File: src/design/dvs_pkg.sv
package dvs_pkg;

    // width of the value ports, fixed by the interface
    localparam int VALUE_PORT_W = 16;

    // sequencer states
    typedef enum logic [2:0] {
        ST_LOAD,
        ST_PRIME,
        ST_CARRY,
        ST_SWEEP,
        ST_TAIL,
        ST_EMIT
    } dvs_state_t;

endpackage

File: src/design/descending_value_sorter_unit.sv
// Descending value sorter. Values arrive one per transaction on the s_ channel
// and are stored in a small on-chip RAM of MAX_COUNT entries; the transaction
// with s_last set closes the set. The block then bubble sorts the stored values
// in place and sends them back on the m_ channel largest first, with m_last_out
// on the final (smallest) value and m_overflow on every value of a set that
// brought more than MAX_COUNT values (the extra ones are dropped). Sorting a
// set uses a single comparator and the RAM's one write port: one
// compare-and-write per cycle in the sweep of each pass, which fetches the head
// entry, takes it as the carry, sweeps and writes the carry to the end of the
// range. Results then leave at one per cycle while m_ready is high. s_ready is
// low from the closing transaction until the last result is taken. Values are
// kept at min(VALUE_WIDTH, 16) bits.
module descending_value_sorter_unit #(
    parameter int MAX_COUNT   = 16,
    parameter int VALUE_WIDTH = 16
) (
    input  logic                             aclk,
    input  logic                             aresetn,
    // input channel
    input  logic                             s_valid,
    output logic                             s_ready,
    input  logic [dvs_pkg::VALUE_PORT_W-1:0] s_value,
    input  logic                             s_last,
    // result channel
    output logic                             m_valid,
    input  logic                             m_ready,
    output logic [dvs_pkg::VALUE_PORT_W-1:0] m_sorted_value,
    output logic                             m_last_out,
    output logic                             m_overflow
);
    import dvs_pkg::*;

    localparam int STORE_W = (VALUE_WIDTH < VALUE_PORT_W) ? VALUE_WIDTH : VALUE_PORT_W;
    localparam int IDX_W   = $clog2(MAX_COUNT);
    localparam int CNT_W   = $clog2(MAX_COUNT + 1);

    // state and control registers
    dvs_state_t         state_reg, state_next;
    logic [CNT_W-1:0]   count_reg, count_next;
    logic               overflow_reg, overflow_next;
    logic [IDX_W-1:0]   idx_reg, idx_next;
    logic [IDX_W-1:0]   pass_end_reg, pass_end_next;
    logic               m_valid_reg, m_valid_next;
    logic [STORE_W-1:0] carry_reg, carry_next;

    // value store
    logic [STORE_W-1:0] mem [MAX_COUNT];
    logic [STORE_W-1:0] rd_data_reg;
    logic               rd_en;
    logic [IDX_W-1:0]   rd_addr;
    logic               wr_en;
    logic [IDX_W-1:0]   wr_addr;
    logic [STORE_W-1:0] wr_data;

    // handshake helpers
    logic in_xfer;
    logic out_xfer;
    logic store_full;
    logic last_result;
    logic sweep_done;

    assign in_xfer     = s_valid && s_ready;
    assign out_xfer    = m_valid_reg && m_ready;
    assign store_full  = (count_reg == CNT_W'(MAX_COUNT));
    assign last_result = ((CNT_W'(idx_reg) + CNT_W'(1)) == count_reg);
    assign sweep_done  = ((idx_reg + IDX_W'(1)) == pass_end_reg);

    // ports
    assign s_ready        = (state_reg == ST_LOAD);
    assign m_valid        = m_valid_reg;
    assign m_sorted_value = VALUE_PORT_W'(rd_data_reg);
    assign m_last_out     = last_result;
    assign m_overflow     = overflow_reg;

    // next state
    always_comb begin
        state_next = state_reg;
        case (state_reg)
            ST_LOAD: begin
                if (in_xfer && s_last) begin
                    state_next = ST_PRIME;
                end
            end
            ST_PRIME: begin
                if (pass_end_reg == '0) begin
                    state_next = ST_EMIT;
                end else begin
                    state_next = ST_CARRY;
                end
            end
            ST_CARRY: state_next = ST_SWEEP;
            ST_SWEEP: begin
                if (sweep_done) begin
                    state_next = ST_TAIL;
                end
            end
            ST_TAIL: state_next = ST_PRIME;
            ST_EMIT: begin
                if (out_xfer && last_result) begin
                    state_next = ST_LOAD;
                end
            end
            default: state_next = ST_LOAD;
        endcase
    end

    // datapath control and shared compare unit
    always_comb begin
        count_next    = count_reg;
        overflow_next = overflow_reg;
        idx_next      = idx_reg;
        pass_end_next = pass_end_reg;
        m_valid_next  = m_valid_reg;
        carry_next    = carry_reg;
        rd_en         = 1'b0;
        rd_addr       = idx_reg;
        wr_en         = 1'b0;
        wr_addr       = idx_reg;
        wr_data       = carry_reg;
        case (state_reg)
            ST_LOAD: begin
                if (in_xfer) begin
                    // store while there is room, else drop and remember it
                    if (!store_full) begin
                        wr_en      = 1'b1;
                        wr_addr    = count_reg[IDX_W-1:0];
                        wr_data    = s_value[STORE_W-1:0];
                        count_next = count_reg + CNT_W'(1);
                    end else begin
                        overflow_next = 1'b1;
                    end
                    // close the set: last index of the first pass
                    if (s_last) begin
                        if (store_full) begin
                            pass_end_next = IDX_W'(count_reg - CNT_W'(1));
                        end else begin
                            pass_end_next = count_reg[IDX_W-1:0];
                        end
                    end
                end
            end
            ST_PRIME: begin
                // fetch the head entry, for a new pass or for the first result
                rd_en    = 1'b1;
                rd_addr  = '0;
                idx_next = '0;
                if (pass_end_reg == '0) begin
                    m_valid_next = 1'b1;
                end
            end
            ST_CARRY: begin
                carry_next = rd_data_reg;
                rd_en      = 1'b1;
                rd_addr    = idx_reg + IDX_W'(1);
            end
            ST_SWEEP: begin
                // larger value stays in front, smaller one travels on
                wr_en = 1'b1;
                if (carry_reg < rd_data_reg) begin
                    wr_data = rd_data_reg;
                end else begin
                    wr_data    = carry_reg;
                    carry_next = rd_data_reg;
                end
                if (!sweep_done) begin
                    rd_en    = 1'b1;
                    rd_addr  = idx_reg + IDX_W'(2);
                    idx_next = idx_reg + IDX_W'(1);
                end
            end
            ST_TAIL: begin
                // smallest of this pass lands at the end of the range
                wr_en         = 1'b1;
                wr_addr       = pass_end_reg;
                wr_data       = carry_reg;
                pass_end_next = pass_end_reg - IDX_W'(1);
            end
            ST_EMIT: begin
                if (out_xfer) begin
                    if (last_result) begin
                        m_valid_next  = 1'b0;
                        count_next    = '0;
                        overflow_next = 1'b0;
                    end else begin
                        rd_en    = 1'b1;
                        rd_addr  = idx_reg + IDX_W'(1);
                        idx_next = idx_reg + IDX_W'(1);
                    end
                end
            end
            default: begin
                m_valid_next = 1'b0;
            end
        endcase
    end

    // control registers
    always_ff @(posedge aclk) begin
        if (!aresetn) begin
            state_reg    <= ST_LOAD;
            count_reg    <= '0;
            overflow_reg <= 1'b0;
            idx_reg      <= '0;
            pass_end_reg <= '0;
            m_valid_reg  <= 1'b0;
        end else begin
            state_reg    <= state_next;
            count_reg    <= count_next;
            overflow_reg <= overflow_next;
            idx_reg      <= idx_next;
            pass_end_reg <= pass_end_next;
            m_valid_reg  <= m_valid_next;
        end
    end

    // bubbling value
    always_ff @(posedge aclk) begin
        carry_reg <= carry_next;
    end

    // value store, one write and one registered read per cycle
    always_ff @(posedge aclk) begin
        if (wr_en) begin
            mem[wr_addr] <= wr_data;
        end
        if (rd_en) begin
            rd_data_reg <= mem[rd_addr];
        end
    end

    // checks
    a_count_bound: assert property (@(posedge aclk) disable iff (!aresetn)
        count_reg <= CNT_W'(MAX_COUNT))
        else $error("fill count beyond capacity");

    a_sweep_range: assert property (@(posedge aclk) disable iff (!aresetn)
        (state_reg == ST_SWEEP) |-> (idx_reg < pass_end_reg))
        else $error("sweep index past end of pass");

    a_valid_only_emit: assert property (@(posedge aclk) disable iff (!aresetn)
        m_valid_reg |-> (state_reg == ST_EMIT))
        else $error("result valid outside emit phase");

    a_reload_after_last: assert property (@(posedge aclk) disable iff (!aresetn)
        (m_valid && m_ready && m_last_out) |=> (s_ready && !m_valid && count_reg == '0))
        else $error("block not ready for a new set after final result");

endmodule

File: config.mk
export PLATFORM = sky130hd
export DESIGN_NAME = descending_value_sorter_unit
export DESIGN_NICKNAME = d
export VERILOG_FILES = /design/src/design/dvs_pkg.sv /design/src/design/descending_value_sorter_unit.sv
export SDC_FILE = /design/constraint.sdc
export NUM_CORES = 1
export LEC_CHECK = 0
export BUFFER_PORTS_ARGS = -buffer_cell sky130_fd_sc_hd__buf_2
export CORE_MARGIN = 4
export CORE_UTILIZATION = 67
export DETAILED_ROUTE_END_ITERATION = 8
export PLACE_DENSITY = 0.88
export SYNTH_ARGS = -nofsm -noshare
export SYNTH_HDL_FRONTEND = slang
export SYNTH_SLANG_ARGS = --single-unit
export TNS_END_PERCENT = 10
File: constraint.sdc
create_clock -name aclk -period 10.2 [get_ports aclk]
set_input_delay 0.51 -clock aclk [delete_from_list [all_inputs] [get_ports aclk]]
set_output_delay 0.51 -clock aclk [all_outputs]
set_load 0.03 [all_outputs]
# After elaboration in Yosys (flattened, before gate mapping)

Memories as Yosys holds them, arrays and structs flattened. A register that Yosys moved wholly into a read port is not among the register bits.
Cells that the tools add are included.
W data, S select, Z words.

Flip-flop bits (word level): 34
Memories: 1
Bits in writable memories: 256

Reduce and logical (&&, ||, !) cells: 20
Eq/ne operators: 20
Muxes and demuxes: 45
Magnitude comparators: 1
$add $sub $neg: 6
Bitwise gates (word level): 1

Memories:

| memory | words | width | rd ports | clocked after Yosys merged registers in | write ports | RTL line                           | source |
|---|---|---|---|---|---|---|---|
| mem    | 16    | 16    | 1        | 1                                       | 1           | descending_value_sorter_unit.sv:47 | `logic [STORE_W-1:0] mem [MAX_COUNT];` |

Operator list:

| operator              | count |
|---|---|
| $mux W16              | 4 |
| $pmux W16 S2          | 2 |
| $mux W4               | 9 |
| $mux W5               | 4 |
| $pmux W3 S6           | 1 |
| $lt A16 B16 Y1        | 1 |
| $ne A2 B2 Y1 const B  | 8 |
| $pmux W4 S2           | 2 |
| $pmux W4 S4           | 1 |
| $mux W1               | 12 |
| $mux W3               | 4 |
| $pmux W4 S3           | 1 |
| $pmux W5 S2           | 1 |
| $reduce_and A5 Y1     | 2 |
| $ne A2 B1 Y1 const B  | 4 |
| $sub A4 B1 Y4 const B | 2 |
| $eq A3 B2 Y1 const B  | 2 |
| $eq A3 B3 Y1 const B  | 2 |
| $pmux W1 S3           | 2 |
| $reduce_and A3 Y1     | 2 |
| $reduce_bool A2 Y1    | 3 |
| $add A4 B1 Y5 const B | 1 |
| $add A5 B1 Y5 const B | 1 |
| $eq A5 B5 Y1          | 1 |
| other kinds (15)      | 21 |

# Longest topological paths before layout

Gate-level depths: netlist of run 1.

Depth after elaboration: 6
Depth in mapped cells: 16
Mapped depth without buffers: 11

# Least setup slack after synthesis of run 1

Ideal clock, no wire load.

Kind: register to register
Start point: register count_reg[0]
End point: memory mem[8][0] (netlist name), enable pin
Setup slack: 6.807 ns
Arrival time: 3.005 ns
Setup time: 0.388 ns
Cell stages (with the launch flop): 12
Period minus slack after synthesis: 3.393 ns
Cell sequence: dfxtp_1 clkbuf_1 inv_1 ha_1 and3b_1 clkbuf_1 nand2b_1 clkbuf_1 nor3_1 o31a_1 nand2b_1 nor2_1

Cells in the longest elaborated chain, start to end: 6
Elaborated cells on any way between the ends: 9

RTL lines:

| what                          | RTL line                            | source |
|---|---|---|
| start, declared               | descending_value_sorter_unit.sv:39  | `logic [CNT_W-1:0] count_reg, count_next;` |
| start signal, assigned        | descending_value_sorter_unit.sv:208 | `count_reg <= count_next;` |
| $eq A5 B5 Y1                  | descending_value_sorter_unit.sv:64  | `assign store_full = (count_reg == CNT_W'(MAX_COUNT));` |
| $mux W1                       | descending_value_sorter_unit.sv:124 | `if (!store_full) begin` |
| $mux W1                       | descending_value_sorter_unit.sv:122 | `if (in_xfer) begin` |
| $pmux W1 S2                   | descending_value_sorter_unit.sv:120 | `case (state_reg)` |
| $mux W1                       | descending_value_sorter_unit.sv:223 | `if (wr_en) begin` |
| $mux W1 (implied by the code) | descending_value_sorter_unit.sv:224 | `mem[wr_addr] <= wr_data;` |
| end, declared                 | descending_value_sorter_unit.sv:47  |  |

Several ways; a longest one is shown, not always the timed one.

# Worst setup path in the final report of run 1

Start point: register idx_reg[0]
End point: register rd_data_reg[15] (netlist: m_sorted_value[15]) (read register of mem) (data pin)

Cells in the longest elaborated chain, start to end: 5
Elaborated cells on any way between the ends: 13

RTL lines:

| what                                            | RTL line                            | source |
|---|---|---|
| start, declared                                 | descending_value_sorter_unit.sv:41  | `logic [IDX_W-1:0] idx_reg, idx_next;` |
| start signal, assigned                          | descending_value_sorter_unit.sv:210 | `idx_reg <= idx_next;` |
| $add A4 B1 Y5                                   | descending_value_sorter_unit.sv:65  | `assign last_result = ((CNT_W'(idx_reg) + CNT_W'(1)) == count_reg);` |
| $eq A5 B5 Y1                                    | descending_value_sorter_unit.sv:65  |  |
| $mux W4 or $mux W1 (tied branches) (2 in a row) | n/a                                 |  |
| $pmux W4 S4 or $pmux W1 S3 (tied branches)      | descending_value_sorter_unit.sv:120 |  |
| end, declared                                   | descending_value_sorter_unit.sv:48  | `logic [STORE_W-1:0] rd_data_reg;` |

Several ways; a longest one is shown, not always the timed one.
A chain may end at the register's enable or synchronous reset.

==> impl_metrics.ini, run 1 <==
[outcome]
outcome = complete, no violations

[global_routing]
grt_max_degree = 64
grt_pass1_wl_um = 48400
grt_pass1_vias = 7683
overflow = 0
track_usage = 0.300
antenna_found_initial = 0

[sta]
rsz0062_at_grt = no
max_freq_ghz = 0.204
setup-violations-final = 0
worst_pin_slew_ns = 1.18
holdWs_ns = 0.315
worst_clock_skew_ns = 0.0171
final-hold-violation-count = 0
finalCritPeriodShare = 0.481
layout_min_cycle_time_ns = 4.90
slew_viol_final = 0
setup_tns_ns = 0
relSlewSlack = 0.213

[die]
boundaryPins = 41
core.rowCount = 51
dieWidth_um = 149
die_area_um2 = 22200
core_area_um2 = 19500
initial_core_util = 0.682
die_y_um = 149

[synth]
ys_ff_latch = 306
synth-async-reset-ratio = 0
synth-edff-count = 288
synth_compound_area_frac = 0.0601
yosysUniqueCellTypes = 58
syn_inst = 792
syn_area_per_cell_um2 = 16.8
synthAdderAreaFrac = 0.0205
yosysSeqAreaShare = 0.676
synth_xor_area_frac = 0.00780
ys_warn_count = 0
synth_ff_type = edfxtp_1
synth_top_family_by_area = multiplexers
syn-num-nets = 834
syn_area_um2 = 13300
synth_mux_area_frac = 0.153
synthSimpleGateAreaFrac = 0.0506

[pwr]
power.density_nw_per_um2 = 222
power.leakage_uw = 0.00516
ir_drop_mv = 0.168

[detailed_routing]
ant_nets = 0
drt_iter0_markers = 1104
via_count = 7858
drc = 0
wl_um = 32600
drtPass1Iterations = 6
routedWlPerCell_um = 28.5
viasPerCell = 6.86

[worst_setup_path]
worstPathRequired_ns = 10.48
r2r_slack_ns = 5.30
path_class = flip-flop to flip-flop
arrival_ns = 5.18
crit_path_end_kind = flip-flop
startpoint_type = flip-flop
critPathMaxFanout = 33

[finish]
final_nets = 899
syn_to_final_growth_pct = 11.0
largest_reg_flops = 256
drive_gt1_frac = 0.190
stdcell_area_um2 = 14800
diodes = 0
final_core_util = 0.757

[clocking]
postCtsResizedCells = 0
numCtsBuffers = 30
cts-root-buf = clkbuf_16
clock_latency_ns = 0.58
ctsHoldBuffers = 0
clockBufferDepth = 3
cts_tree = done
cts_setup_buffers = 0
htreeDepth = 1
path_clk_slew_ns = 0.07
clock_sinks = 306

[placement]
placed_area_um2 = 13800
hpwl_um = 19400
portBuffers = 40
gp_congestion = 0.859

[run]
cap_violations = 0

[hold_path]
hold_path_class = primary input to flip-flop
[stage by stage]
step	power [µW]	instances	setup slack (ns)
6_report	3280	1145	5.30
3_3_place_gp	2160	1090	5.65
4_1_cts	3270	1145	5.45
5_1_grt	3400	1145	5.09
2_1_floorplan	2000	792	6.81
3_5_place_dp	2210	1090	5.53
[path summary, 6_finish.rpt]
path                                 from                           end  cells past startpoint
hold / removal                    s_valid       m_overflow$_SDFFE_PN0P_                      3
setup / recovery  idx_reg[0]$_SDFFE_PN0P_  m_sorted_value[15]$_DFFE_PP_                     12
hold reg to reg   m_overflow$_SDFFE_PN0P_       m_overflow$_SDFFE_PN0P_                      2
setup reg to reg  idx_reg[0]$_SDFFE_PN0P_  m_sorted_value[15]$_DFFE_PP_                     12
[layout make-up]
| cell class | instances | area (µm²) |
|---|---|---|
| sequential | 306 | 9010 |
| fill | 1064 | 4740 |
| multi-input combinational | 416 | 3930 |
| clock buffer | 39 | 785 |
| timing repair buffer | 77 | 478 |
| tap | 265 | 332 |
| clock inverter | 16 | 161 |
| inverter | 26 | 97.6 |
[critical path: stages, from the launching register on]
cell     delay (ns)
dfxtp_1        0.68
ha_1           0.43
xnor2_1        0.14
and2_1         0.18
o31ai_1        0.34
and2_1         0.33
or2_1          0.28
o21a_1         0.15
o32a_2         0.71
buf_4          0.56
mux4_2         0.42
mux2i_1        0.20
mux2i_1        0.12
[cell usage after synthesis, types with 6 or more instances]
cell type	n	area, µm²
a21o_1	6	45.0
mux4_2	39	878
nor2_1	46	173
buf_4	6	45.0
nand2_1	53	199
o21ai_0	36	180
edfxtp_1	288	8650
buf_6	9	101
buf_2	9	45.0
nor3_1	7	35.0
a22oi_1	19	143
dfxtp_1	18	360
xnor2_1	6	52.6
nand3_1	7	35.0
mux4_1	25	657
mux2i_1	50	500
nand2b_1	7	43.8
nand4_1	7	43.8
ha_1	21	263
clkbuf_1	15	56.3
inv_1	25	93.8
a21oi_1	18	90.1
a31oi_1	6	37.5
[cells by family after synthesis]
group                    count (synthesis)
buffers and inverters                   70
multiplexers                           114
flip-flops                             306
adder cells (fa/ha/maj)                 22
AND/OR/NAND/NOR                        146
XOR/XNOR                                11
AO/OA/AOI/OAI                          123
[cell usage in the layout, fill, tap and decap left out, types with 3 or more instances in the layout]
cell	count
edfxtp_1	288
nand2_1	53
mux2i_1	50
nor2_1	46
buf_2	40
mux4_2	39
buf_4	37
o21ai_0	34
clkbuf_16	30
inv_1	25
mux4_1	25
ha_1	21
a22oi_1	19
dfxtp_1	18
a21oi_1	16
clkbuf_1	9
nand4_1	7
nand2b_1	7
nand3_1	7
clkinv_1	6
a21o_1	6
xnor2_1	6
a31oi_1	6
nor3_1	6
nor2b_1	5
o21a_1	5
a21boi_0	5
o21ai_1	4
xor2_1	4
o22ai_1	4
clkinv_2	4
and2_1	3
o211a_1	3
o211ai_1	3
[power by group]
| part | internal [µW] | switching (µW) | total, µW |
|---|---|---|---|
| combinational | 197 | 397 | 594 |
| sequential | 1550 | 74.0 | 1620 |
| clock | 596 | 470 | 1070 |
[layer usage]
metal	vias up	GRT usage	part of all wire
met5	-	0	0
met1	3908	0.403	0.36
met2	574	0.489	0.48
met3	103	0.0647	0.12
li1	3273	-	-
met4	0	0.121	0.043
Note: power is estimated with default switching activity, not from simulation.
==> run 2, diff against run 1 <==
Settings changed: ABC_AREA from default to 1, CORE_UTILIZATION 67 to 63, PLACE_DENSITY 0.88 to 0.83.
Clock period 10.2 ns to 4.95 ns, I/O delays scaled along.
==> run 2 against run 1 <==
Compared with the run above: non-clock buffer count up 2; clock power rose by 120%; worst setup slack worse by 4.3 ns; sequential share of layout area down 5.3 points; total power increased to 3.7 times the previous value; die area increased by 16%; combinational power grew to 9.9 times the previous value; wire length rose by 10%; critical endpoint is now m_sorted_value[4]$_DFFE_PP_; utilization decreased by 4.6 points.
==> impl_metrics.ini, run 2 <==
[detailed_routing]
wl_um = 35900
routedWlPerCell_um = 19.4
viasPerCell = 6.00
drc = 0
via_count = 11100
drt_iter0_markers = 1540
drtPass1Iterations = 6
ant_nets = 0

[sta]
relSlewSlack = 0.0612
holdWs_ns = 0.0457
setup-violations-final = 0
setup_tns_ns = 0
finalCritPeriodShare = 0.792
layout_setup_ws_ns = 1.03
worst_pin_slew_ns = 1.40
slew_viol_final = 0
layout_min_cycle_time_ns = 3.92
final-hold-violation-count = 0
rsz0062_at_grt = no
worst_clock_skew_ns = 0.0150
max_freq_ghz = 0.255

[die]
dieWidth_um = 160
boundaryPins = 41
initial_core_util = 0.643
die_area_um2 = 25800
core_area_um2 = 22800
die_y_um = 160
core.rowCount = 55

[worst_setup_path]
critPathMaxFanout = 84
r2r-start = idx_reg[1]$_SDFFE_PN0P_
path_cells = ha_1 -> nand2_1 -> nand2_2 -> nand2_2 -> nand2_1 -> nand2_1 -> nand3_2 -> nand2_2 -> nand2_1 -> nand3_2 -> nand2_4 -> buf_4 -> nand3_1 -> nand3_1 -> nand3_1 -> nand3_1 -> nand2_1
r2r-end = m_sorted_value[4]$_DFFE_PP_
path_class = flip-flop to flip-flop
crit_top_cell = nand2_1
crit_path_end_kind = flip-flop
r2r_slack_ns = 1.03
startpoint_type = flip-flop
cp_slowest_cell = buf_4
critical_path.max_stage_delay_ns = 0.80
rr_worst_depth = 17
worstPathRequired_ns = 5.26
arrival_ns = 4.23

[synth]
synth_top_family_by_area = simple AND/OR/NAND/NOR gates
synth_mux_area_frac = 0
syn-num-nets = 1518
synthAdderAreaFrac = 0.0179
syn_area_per_cell_um2 = 9.92
synth_compound_area_frac = 0.0513
synth_common_cells = nand3_1, edfxtp_1, nand2_1
synth_most_common_cell = nand3_1
synth_top_cell_by_area = edfxtp_1
yosysUniqueCellTypes = 40
synthSimpleGateAreaFrac = 0.225
syn_inst = 1476
yosysSeqAreaShare = 0.615
synthTopCellsByArea = edfxtp_1, nand3_1, nand2_1
ys_ff_latch = 306
yosys.area.top_type_share = 0.590
syn_area_um2 = 14600
synth-async-reset-ratio = 0
synth-edff-count = 288
synth_ff_type = edfxtp_1
synth_xor_area_frac = 0.000598
ys_warn_count = 0

[global_routing]
overflow = 0
antenna_found_initial = 0
grt_max_degree = 90
grt_pass1_wl_um = 56800
track_usage = 0.275
grt_pass1_vias = 10600

[clocking]
ctsHoldBuffers = 0
path_clk_slew_ns = 0.06
postCtsResizedCells = 0
cts-root-buf = clkbuf_16
htreeDepth = 1
numCtsBuffers = 31
clock_latency_ns = 0.56
cts_tree = done
clockBufferDepth = 3
clock_sinks = 306
cts_setup_buffers = 0

[finish]
final_nets = 1554
syn_to_final_growth_pct = 10.6
final_cell_mix = nand3_1, edfxtp_1, nand2_1
final_common_cell = nand3_1
largest_reg_flops = 256
drive_gt1_frac = 0.0984
final_cells = 1849

[pwr]
switching_share = 0.452
ir_drop_mv = 0.467
power.density_nw_per_um2 = 753
power_frac_clock = 0.191
power_switching_uw = 5510
power.leakage_uw = 0.00671
seqPwrFrac = 0.328
intPower_uw = 6690
p_comb_frac = 0.481

[run]
cap_violations = 0

[hold_path]
min_from = s_valid
whs_path_depth = 3
min_to = m_overflow$_SDFFE_PN0P_
hold_path_class = primary input to flip-flop

[placement]
place_ws_ns = 1.13
placedCellCount = 1791
gp_congestion = 0.899
hpwl_um = 21900
portBuffers = 40

[outcome]
outcome = complete, no violations
==> run 2: cell types whose count changed in the layout (fill, tap and decap cells not counted), moves of 8 or more <==
cell and change:
a21oi_1 +31, a22oi_1 -18, inv_1 +207, inv_2 +8
mux2i_1 -50, mux4_1 -25, mux4_2 -39, nand2_1 +215
nand3_1 +316, nand3b_1 +45, o211ai_1 +17
==> run 2: per-stage QoR <==
stage	total power [µW]	cell area, µm²	utilization
CTS	12100	16200	0.711
finish	12200	16200	0.711
global route	12900	16200	0.711
floorplan	8090	14600	-
global placement	9580	15200	0.666
detailed placement	9730	15200	0.666
==> run 2: routing by layer <==
layer / GRT usage / wire length (µm) / vias to the layer above
li1: - / - / 5094
met3: 0.0503 / 3820 / 82
met5: 0 / 0 / -
met1: 0.398 / 14700 / 5249
met2: 0.435 / 16600 / 667
met4: 0.0767 / 847 / 0
==> run 2: worst max-delay path by stage <==
stage | startpoint | to
finish | idx_reg[1]$_SDFFE_PN0P_ | m_sorted_value[4]$_DFFE_PP_
CTS | idx_reg[1]$_SDFFE_PN0P_ | m_sorted_value[4]$_DFFE_PP_
global route | idx_reg[1]$_SDFFE_PN0P_ | m_sorted_value[4]$_DFFE_PP_
floorplan | state_reg[0]$_SDFFE_PN0P_ | mem[11][0]$_DFFE_PP_
detailed placement | idx_reg[1]$_SDFFE_PN0P_ | m_sorted_value[4]$_DFFE_PP_
global placement | state_reg[2]$_SDFFE_PN0P_ | m_sorted_value[14]$_DFFE_PP_
==> run 2: final cells by class <==
type	count	area, µm²
Clock inverter	20	226
Sequential cell	306	9010
Fill cell	1535	6580
Clock buffer	36	795
Multi-Input combinational cell	853	4360
Timing Repair Buffer	79	518
Tap cell	313	392
Antenna cell	1	2.50
Inverter	241	905
==> run 2: power by group through the flow <==
| stage | Combinational (µW) | Clock [µW] | Sequential, µW |
|---|---|---|---|
| floorplan | 4010 | 0 | 4080 |
| global placement | 5560 | 0 | 4020 |
| detailed placement | 5690 | 0 | 4040 |
| CTS | 5760 | 2350 | 3990 |
| global route | 6420 | 2470 | 4030 |
| finish | 5870 | 2330 | 4000 |
==> run 2: logic make-up (layout without fill, tap and decap cells) <==
kind of cell	after synthesis	after routing
buffers and inverters	317	376
adders and majority gates	21	21
other	0	1
DFF	306	306
xor gates and xnor gates	1	1
and+or+nand+nor	706	706
AOI/OAI and AO/OA	125	125
==> run 2: worst max-delay path: cells and delay by family (launching register included) <==
kind / cells / cell delay, ns
adder cells (fa/ha/maj): 1 / 0.30
buffers and inverters: 1 / 0.80
flip-flops: 1 / 0.57
AND/OR/NAND/NOR: 15 / 1.91
==> run 3, diff against run 2 <==
Clock period 4.95 ns to 3.7 ns, I/O delays scaled along.
==> run 3 against run 2 <==
Compared with the run above: clock skew shrank 0.0011 ns; design area grew 0.75%; first-iteration DRC count grew 16%; wire length grew 7.3%; sequential share of layout area shrank 0.41 points; combinational power grew 40%; cell count grew 1.0%; utilization grew 0.53 points.
==> impl_metrics.ini, run 3 (synthesis results as in run 2) <==
[outcome]
outcome = complete, no violations

[die]
die_area_um2 = 25800
core_area_um2 = 22800
initial_core_util = 0.643
core.rowCount = 55
die_y_um = 160
dieWidth_um = 160
boundaryPins = 41

[detailed_routing]
drt_iter0_markers = 1785
via_count = 11400
viasPerCell = 6.10
drtPass1Iterations = 5
routedWlPerCell_um = 20.6
ant_nets = 0
wl_um = 38500
drc = 0

[pwr]
intPower_uw = 8960
power_switching_uw = 7580
power.leakage_uw = 0.00677
switching_share = 0.458
power_frac_clock = 0.181
power.density_nw_per_um2 = 1010
p_comb_frac = 0.497
seqPwrFrac = 0.323
ir_drop_mv = 0.597
total_power_uw = 16500

[finish]
final_nets = 1573
diodes = 0
largest_reg_flops = 256
stdcell_area_um2 = 16300
drive_gt1_frac = 0.110
syn_to_final_growth_pct = 11.5
final_cell_mix = nand3_1, edfxtp_1, nand2_1
fillers = 1537
final_common_cell = nand3_1

[sta]
worst_pin_slew_ns = 1.39
slew_viol_final = 0
worst_clock_skew_ns = 0.0139
finalCritPeriodShare = 0.922
layout_min_cycle_time_ns = 3.41
setup_tns_ns = 0
relSlewSlack = 0.0695
setup-violations-final = 0
rsz0062_at_grt = no
final-hold-violation-count = 0
max_freq_ghz = 0.293

[clocking]
path_clk_slew_ns = 0.06
cts-root-buf = clkbuf_16
clock_latency_ns = 0.58
cts_tree = done
htreeDepth = 1
clock_sinks = 306
numCtsBuffers = 31
clockBufferDepth = 3

[worst_setup_path]
arrival_ns = 3.85
r2r_slack_ns = 0.29
path_class = flip-flop to flip-flop
critPathMaxFanout = 22
crit_path_end_kind = flip-flop
rr_worst_depth = 16
startpoint_type = flip-flop
worstPathRequired_ns = 4.13

[global_routing]
grt_pass1_vias = 10900
antenna_found_initial = 0
grt_pass1_wl_um = 59700
grt_max_degree = 82
overflow = 0
track_usage = 0.293

[placement]
gp_congestion = 0.922
hpwl_um = 23600
placed_area_um2 = 15300
portBuffers = 40

[run]
cap_violations = 0

[hold_path]
hold_path_class = primary input to flip-flop
whs_path_depth = 4
## run 3: cell count changes in the layout (fill, tap and decap cells not counted), sizes merged
| cell | change |
|---|---|
| o21ai | +1 |
| clkinv | +3 |
| diode | -1 |
| clkinvlp | +3 |
| clkbuf | -3 |
| bufinv | -2 |
| buf | +16 |
| dlygate4sd3 | +2 |
## run 3: final timing paths
kind,from,endpoint
setup / recovery,idx_reg[1]$_SDFFE_PN0P_,m_sorted_value[5]$_DFFE_PP_
hold / removal,s_last,pass_end_reg[3]$_SDFFE_PN0P_
setup reg to reg,idx_reg[1]$_SDFFE_PN0P_,m_sorted_value[5]$_DFFE_PP_
hold reg to reg,m_overflow$_SDFFE_PN0P_,m_overflow$_SDFFE_PN0P_
## run 3: power groups by stage
stage | Sequential (µW) | Clock [µW] | Combinational, µW
after floorplan | 5450 | 0 | 5370
after global placement | 5350 | 0 | 7600
after detailed placement | 5380 | 0 | 7920
after CTS | 5310 | 3010 | 7980
after global routing | 5370 | 3180 | 8890
final | 5330 | 2990 | 8210
## run 3: through the flow
stage	instances	hold WS (ns)	setup WS, ns	util
after global placement	1808	0.451	0.376	0.673
after CTS	1867	0.0443	0.301	0.716
after detailed placement	1808	0.459	0.326	0.673
after floorplan	1476	0.349	0.632	-
final	1868	0.0548	0.287	0.717
after global routing	1868	0.0845	0.0858	0.717
## run 3: critical path: stages (launching register included)
cell and delay [ns]:
dfxtp_2 0.41, ha_1 0.44, inv_1 0.13, nand2_1 0.08
nand3_1 0.08, nor2_1 0.18, nand3_2 0.15, nand2_2 0.18
nand2_1 0.08, nand3_2 0.11, nand2_1 0.18, o21ai_4 0.36
buf_4 0.42, nand3_1 0.12, nand3_1 0.09, nand3_1 0.14
nand2_1 0.11
## run 3: area by class of cell
class	count	area, µm²	share of cell area
Sequential cell	306	9010	0.552
Multi-Input combinational cell	854	4370	0.267
Inverter	241	905	0.0554
Clock buffer	33	783	0.0480
Timing Repair Buffer	97	683	0.0418
Tap cell	313	392	0.0240
Clock inverter	24	186	0.0114
## run 3: what timing repair did
action,in CTS,in global routing
setup endpoints to repair,0,4
resized for setup,0,1
hold buffers,2,0
setup buffers,0,0
hold endpoints to repair,7,0
## run 3: layer usage
metal	wire, µm	global-route usage
met5	0	0
met4	1150	0.0935
met3	5050	0.0600
met2	17600	0.457
met1	14700	0.418
